==> src/rtl/mcdt_pkg.sv <==
// Constants and helpers shared by the MIDI clock divider and tempo meter.
package mcdt_pkg;

    localparam int unsigned PULSES_PER_QUARTER = 24;
    localparam int unsigned COUNT_W            = 5;
    localparam int unsigned TIME_W             = 32;
    localparam int unsigned TEMPO_W            = 24;
    localparam int unsigned BYTE_W             = 8;
    localparam int unsigned SEL_W              = 3;

    localparam logic [BYTE_W-1:0]  CLOCK_BYTE    = 8'hF8;
    // 60000 ms per minute, scaled by 2^8 for the Q.8 result
    localparam logic [TEMPO_W-1:0] TEMPO_DIVIDEND = 24'd15360000;

    localparam logic [COUNT_W-1:0] LAST_COUNT = COUNT_W'(PULSES_PER_QUARTER - 1);
    localparam logic [COUNT_W-1:0] TOP_BIT    = COUNT_W'(TEMPO_W - 1);

    typedef enum logic [SEL_W-1:0] {
        DIV_EVERY   = 3'd0,
        DIV_QUARTER = 3'd1,
        DIV_EIGHTH  = 3'd2,
        DIV_SIXTEENTH = 3'd3,
        DIV_THIRTY_SECOND = 3'd4
    } division_t;

    localparam logic CMD_BYTE  = 1'b0;
    localparam logic CMD_RESET = 1'b1;

    // True when the clock count falls on the selected division.
    function automatic logic on_division(input logic [SEL_W-1:0] sel,
                                         input logic [COUNT_W-1:0] count);
        logic hit;
        begin
            case (sel)
                DIV_EVERY:     hit = 1'b1;
                DIV_QUARTER:   hit = (count == 5'd0);
                DIV_EIGHTH:    hit = (count == 5'd0) || (count == 5'd12);
                DIV_SIXTEENTH: hit = (count == 5'd0) || (count == 5'd6) ||
                                     (count == 5'd12) || (count == 5'd18);
                default:       hit = (count == 5'd0) || (count == 5'd3) ||
                                     (count == 5'd6) || (count == 5'd9) ||
                                     (count == 5'd12) || (count == 5'd15) ||
                                     (count == 5'd18) || (count == 5'd21);
            endcase
            return hit;
        end
    endfunction

endpackage

==> src/rtl/midi_clock_divider_tempo_top.sv <==
// Top level: MIDI 24 ppqn clock divider with serial tempo divider.
//
// Input stream s_axis: one transaction per MIDI byte. tuser is the command
// (0 received byte, 1 clear the clock count); tdata carries the byte and its
// millisecond timestamp. Only the timing-clock byte 0xF8 acts.
// Output stream m_axis: one transaction per beat pulse of the division set on
// the configuration port. tuser carries the pulse flag and tempo valid flag,
// tdata the tempo in beats per minute, unsigned Q.8 (all ones when the
// elapsed time is zero).
// A pulse without a tempo goes from acceptance through ST_EMIT to the output
// register. A quarter note that carries a tempo first runs a restoring divider
// in ST_DIV that yields one quotient bit per cycle, for all 24 dividend bits.
// Items are taken one at a time: bytes with no result are taken one per cycle,
// while a byte that yields a pulse holds off the next until it leaves ST_EMIT.
// A waiting result sits in the output register while the next item is taken;
// a stalled receiver holds the next result in ST_EMIT, and no input is taken.
// Reset clears the count, the previous-time flag, the division setting and
// the output valid.
module midi_clock_divider_tempo_top
    import mcdt_pkg::*;
(
    input  logic                    clk,
    input  logic                    rst_n,
    input  logic                    cfg_wr_en,
    input  logic [SEL_W-1:0]        cfg_wr_data,     // division_select
    input  logic                    s_axis_tvalid,
    output logic                    s_axis_tready,
    input  logic [39:0]             s_axis_tdata,    // [7:0] midi_byte, [39:8] time_ms
    input  logic                    s_axis_tuser,    // [0] cmd
    output logic                    m_axis_tvalid,
    input  logic                    m_axis_tready,
    output logic [23:0]             m_axis_tdata,    // [23:0] tempo_bpm_q8
    output logic [1:0]              m_axis_tuser     // [0] beat_pulse, [1] tempo_valid
);

    typedef enum logic [1:0] {
        ST_IDLE,
        ST_DIV,
        ST_EMIT
    } state_t;

    state_t               state_reg, state_next;
    logic [SEL_W-1:0]     div_sel_reg, div_sel_next;
    logic [COUNT_W-1:0]   count_reg, count_next;
    logic [TIME_W-1:0]    last_time_reg, last_time_next;
    logic                 last_valid_reg, last_valid_next;
    logic [TIME_W-1:0]    divisor_reg, divisor_next;
    logic [TIME_W-1:0]    rem_reg, rem_next;
    logic [TEMPO_W-1:0]   quot_reg, quot_next;
    logic [COUNT_W-1:0]   bit_reg, bit_next;
    logic                 tv_reg, tv_next;
    logic                 out_valid_reg, out_valid_next;
    logic                 out_tv_reg, out_tv_next;
    logic [TEMPO_W-1:0]   out_tempo_reg, out_tempo_next;

    logic                 accept;
    logic [BYTE_W-1:0]    in_byte;
    logic [TIME_W-1:0]    in_time;
    logic [TIME_W:0]      rem_shift;
    logic [TIME_W:0]      rem_diff;
    logic                 out_free;

    assign s_axis_tready = (state_reg == ST_IDLE);
    assign accept        = s_axis_tvalid && s_axis_tready;
    assign in_byte       = s_axis_tdata[7:0];
    assign in_time       = s_axis_tdata[39:8];
    assign out_free      = !out_valid_reg || m_axis_tready;

    // One restoring step: bring down the next dividend bit, subtract if it fits.
    // A zero divisor gives all ones, which is the saturated tempo.
    assign rem_shift = {rem_reg, TEMPO_DIVIDEND[bit_reg]};
    assign rem_diff  = rem_shift - {1'b0, divisor_reg};

    always_comb
    begin
        state_next      = state_reg;
        div_sel_next    = div_sel_reg;
        count_next      = count_reg;
        last_time_next  = last_time_reg;
        last_valid_next = last_valid_reg;
        divisor_next    = divisor_reg;
        rem_next        = rem_reg;
        quot_next       = quot_reg;
        bit_next        = bit_reg;
        tv_next         = tv_reg;
        out_valid_next  = out_valid_reg;
        out_tv_next     = out_tv_reg;
        out_tempo_next  = out_tempo_reg;

        if (cfg_wr_en)
        begin
            div_sel_next = cfg_wr_data;
        end

        if (out_valid_reg && m_axis_tready)
        begin
            out_valid_next = 1'b0;
        end

        unique case (state_reg)
            ST_IDLE:
            begin
                if (accept)
                begin
                    if (s_axis_tuser == CMD_RESET)
                    begin
                        count_next = '0;
                    end
                    else if (in_byte == CLOCK_BYTE)
                    begin
                        tv_next      = (count_reg == '0) && last_valid_reg;
                        divisor_next = in_time - last_time_reg;
                        rem_next     = '0;
                        quot_next    = '0;
                        bit_next     = TOP_BIT;
                        if (count_reg == '0)
                        begin
                            last_time_next  = in_time;
                            last_valid_next = 1'b1;
                        end
                        count_next = (count_reg == LAST_COUNT) ? '0 : count_reg + 1'b1;
                        // drop clocks that miss the division
                        if (on_division(div_sel_reg, count_reg))
                        begin
                            if ((count_reg == '0) && last_valid_reg)
                            begin
                                state_next = ST_DIV;
                            end
                            else
                            begin
                                state_next = ST_EMIT;
                            end
                        end
                    end
                end
            end
            ST_DIV:
            begin
                if (!rem_diff[TIME_W])
                begin
                    rem_next  = rem_diff[TIME_W-1:0];
                    quot_next = {quot_reg[TEMPO_W-2:0], 1'b1};
                end
                else
                begin
                    rem_next  = rem_shift[TIME_W-1:0];
                    quot_next = {quot_reg[TEMPO_W-2:0], 1'b0};
                end
                bit_next = bit_reg - 1'b1;
                if (bit_reg == '0)
                begin
                    state_next = ST_EMIT;
                end
            end
            ST_EMIT:
            begin
                // hold until the output register is free
                if (out_free)
                begin
                    out_valid_next = 1'b1;
                    out_tv_next    = tv_reg;
                    out_tempo_next = tv_reg ? quot_reg : '0;
                    state_next     = ST_IDLE;
                end
            end
            default:
            begin
                state_next = ST_IDLE;
            end
        endcase
    end

    always_ff @(posedge clk or negedge rst_n)
    begin
        if (!rst_n)
        begin
            state_reg      <= ST_IDLE;
            div_sel_reg    <= '0;
            count_reg      <= '0;
            last_time_reg  <= '0;
            last_valid_reg <= 1'b0;
            divisor_reg    <= '0;
            rem_reg        <= '0;
            quot_reg       <= '0;
            bit_reg        <= '0;
            tv_reg         <= 1'b0;
            out_valid_reg  <= 1'b0;
            out_tv_reg     <= 1'b0;
            out_tempo_reg  <= '0;
        end
        else
        begin
            state_reg      <= state_next;
            div_sel_reg    <= div_sel_next;
            count_reg      <= count_next;
            last_time_reg  <= last_time_next;
            last_valid_reg <= last_valid_next;
            divisor_reg    <= divisor_next;
            rem_reg        <= rem_next;
            quot_reg       <= quot_next;
            bit_reg        <= bit_next;
            tv_reg         <= tv_next;
            out_valid_reg  <= out_valid_next;
            out_tv_reg     <= out_tv_next;
            out_tempo_reg  <= out_tempo_next;
        end
    end

    assign m_axis_tvalid = out_valid_reg;
    assign m_axis_tdata  = out_tempo_reg;
    assign m_axis_tuser  = {out_tv_reg, 1'b1};

endmodule
==> config.mk <==
export PLATFORM = sky130hd
export DESIGN_NAME = midi_clock_divider_tempo_top
export DESIGN_NICKNAME = d
export VERILOG_FILES = /design/src/rtl/mcdt_pkg.sv /design/src/rtl/midi_clock_divider_tempo_top.sv
export SDC_FILE = /design/constraint.sdc
export NUM_CORES = 1
export LEC_CHECK = 0
export ABC_AREA = 0
export BUFFER_PORTS_ARGS = -buffer_cell sky130_fd_sc_hd__buf_2
export CAP_MARGIN = 20
export CORE_MARGIN = 5
export CORE_UTILIZATION = 61
export CTS_CLUSTER_SIZE = 16
export DETAILED_ROUTE_END_ITERATION = 16
export HOLD_SLACK_MARGIN = 0.06
export PLACE_DENSITY = 0.87
export SYNTH_ARGS = -nofsm -noshare
export SYNTH_HDL_FRONTEND = slang
export SYNTH_SLANG_ARGS = --single-unit
export TNS_END_PERCENT = 30
==> constraint.sdc <==
create_clock -name clk -period 4.94 [get_ports clk]
set_input_delay 0.247 -clock clk [delete_from_list [all_inputs] [get_ports clk]]
set_output_delay 0.247 -clock clk [all_outputs]
set_load 0.005 [all_outputs]
==> results by group <==
Critical path
  • Worst endpoint data arrival time: 4430 ps
  • CP Class: reg2reg
  • Worst EP required: around 5300 ps
  • Setup crit end kind: flop
  • Setup crit start kind: flop
  • Crit path max fanout: 26

Routing
  • DRT Pass-1 Iters: 5
  • DR WL/cell: 16.6 um
  • Vias per inst: 6.08
  • WL final: about 23000 um
  • Via count: approximately 8600
  • DR iter-0 viols: 704
  • DRC viols: 0
  • Final ANT Viol Nets: 0

Global route
  • Largest net degree at the start of global routing: 68
  • Remaining Overflow, GRT: 0
  • Initial antenna violation count: 0
  • Gr usage total: 24.7%
  • First-pass GRT wire length: between 40000 and 50000 um
  • Vias in the first global route: 8393

Clock network
  • CTS buffer count: 17
  • Hold buffers post-CTS: 22
  • CTS root buffer: clkbuf_16
  • CTS clock-pin slew for the worst setup and hold paths: 80 ps
  • Skew-Pair Late Insertion Delay: 440 ps
  • Maximum root-to-sink buffer count: 2
  • Setup repair bufs after CTS: 0
  • CTS H-Tree Depth: 4
  • Post-CTS Resized: 0
  • CTS tree: done
  • Clock sink count: 163

STA
  • Hold Fails Final Rpt: 0
  • Final period util: between 80 and 90%
  • Slew HR: 34.5%
  • Clock skew: roughly 12 ps
  • Slew @ Worst Pin: 979 ps
  • Final WS setup: 878 ps
  • Setup violators final: 0
  • Fmax: 246 MHz
  • Setup TNS: 0 ps
  • Final period demand of the worst path: 4060 ps
  • Max-slew violation count: 0
  • RSZ-0062 raised after global routing: false

Synthesis
  • Post-synthesis cell area: 10100 um2
  • Netlist cell types: 68
  • Register area share after synthesis: around 40%
  • Yosys top cell area share: 40.2%
  • Synth async-reset ratio: 100%
  • Syn Nets: 1229
  • Main area contributors after synthesis: dfrtp_1 (40%), ha_1 (8.6%), nand2_1 (5.4%)
  • Syn Inst Count: around 1100
  • Post-synth EDFFs: 0
  • Synthesized flop and latch total: 163
  • Post-synth top area cell: dfrtp_1
  • Most frequent cells after synthesis: dfrtp_1 (163), nand2_1 (145), o21ai_0 (83)
  • Synth Area per Inst: 9.15 um2
  • Count leader, synth: dfrtp_1
  • Yosys Warn Count: 0
  • Top_reg_cell synth: dfrtp_1

Power
  • Peak supply drop: 330 uV
  • Tot Pwr: approximately 5900 uW
  • Lkg Pwr: about 0.0053 uW
  • PwrDens: just over 500 nW/um2

Flow run
  • Maxcap violations: 0

Placement
  • Final HPWL DP: 15700 um
  • Pre-CTS setup slack: 938 ps
  • Post-DP Area: 10700 um2
  • Port bufs: 75
  • GPL Wtd Cong: 0.950
  • Cell Count Post-Placement: 1362

Die
  • Die ar.: 19300 um2
  • Die H: between 100 and 150 um
  • CORE AREA: around 16000 um2
  • Initial Util: 61.6%
  • Die width: between 100 and 150 um
  • IO Pins: 77
  • Core Rows: between 40 and 50

Status
  • Outcome: completed

Layout
  • Synth-to-Final Area Change: 13.8%
  • Share of cells above drive strength 1: 14.1%
  • Non-Filler Instances: between 1000 and 1500
  • Number of diodes: 0
  • Filler cells: between 1000 and 1500
  • FF+latch area: 4080 um2
  • Layout Nets: about 1300
  • Area taken by multi-input logic gates: roughly 5600 um2
  • Design Area, Final: approximately 12000 um2

Min path
  • Worst Hold Class: in2reg
[report_power, final]
group | internal, uW | total [uW] | switching, uW
logic | 1110 | 2650 | 1540
registers | 1640 | 1890 | 253
clock network | 736 | 1370 | 638
total | 3480 | 5920 | 2430
[routing by layer]
metal	global-route usage [%]	part of all wire, %	up-vias	wire length (um)
li1	-	-	4122	-
met4	7.93	2.3	0	544
met1	33.0	44	4167	10300
met2	41.4	49	278	11500
met5	0	0	-	0
met3	4.07	4.7	54	1100
[layout by cell type (no fill, tap or decap), types with 10 or more instances in the layout]
master         instances
clkbuf_16             17
nor2b_1               12
a21oi_1               61
a22o_1                23
o311ai_1              12
xnor2_1               30
nand3_1               43
o211ai_1              11
nand2b_1              18
a21o_1                34
xor2_1                19
a31oi_1               10
o21ai_1               25
buf_2                 74
nand2_1              145
inv_1                 80
dlygate4sd3_1         22
nor2_1                34
mux2_2                34
mux2i_1               13
dfrtp_1              163
nor3_1                19
ha_1                  70
o21ai_0               83
[final cells by class]
| cell class | count | share of cell area, % |
|---|---|---|
| multi-input cells | 815 | 48.3 |
| flip-flops and latches | 163 | 35.4 |
| repair buffers | 107 | 5.98 |
| clock buffers | 17 | 3.69 |
| inverters | 80 | 2.60 |
| well taps | 220 | 2.39 |
| clock inverters | 15 | 1.68 |
[kinds of logic after synthesis]
kind of cell | after synthesis | share of synthesized area (%)
AOI/OAI and AO/OA | 333 | 21.9
and+or+nand+nor | 313 | 14.5
DFF | 163 | 40.2
buffers and inverters | 130 | 5.01
adders and majority gates | 72 | 9.04
xor gates and xnor gates | 49 | 4.23
muxes | 47 | 5.06
other | 1 | 0.0370
[path summary, 6_finish.rpt]
path	startpoint	end	slack [ps]	cells past startpoint
worst max-delay path	bit_reg[0]	rem_reg[30]	880	17
worst min-delay path	s_axis_tdata[10]	last_time_reg[2]	70	2
worst max register to register	bit_reg[0]	rem_reg[30]	880	17
worst min register to register	m_axis_tdata[3]	m_axis_tdata[3]	480	2
max in group asynchronous	rst_n	rem_reg[20]	3370	3
min in group asynchronous	rst_n	div_sel_reg[1]	370	2
[worst max-delay path, cell delays in order, from the launching register on]
cell and delay (ps):
dfrtp_1 410, inv_1 80, ha_1 310, nand3_1 90, nor2_1 100, a21oi_1 70
ha_1 230, fa_1 400, nand2b_1 180, a21o_1 190, a21oi_2 270, nand2_1 90
a21oi_1 310, a21o_1 230, a311oi_4 110, buf_4 250, or4b_1 530, o21ai_1 150
[metrics by stage]
stage                     util [%]  hold slack (ps)
after floorplan                  -            -48.6
after global placement        64.8              285
after detailed placement      64.8              289
after CTS                     69.9             61.4
after global routing          70.1             72.6
final                         70.1             69.7
Note: power is estimated with default switching activity, not from simulation.
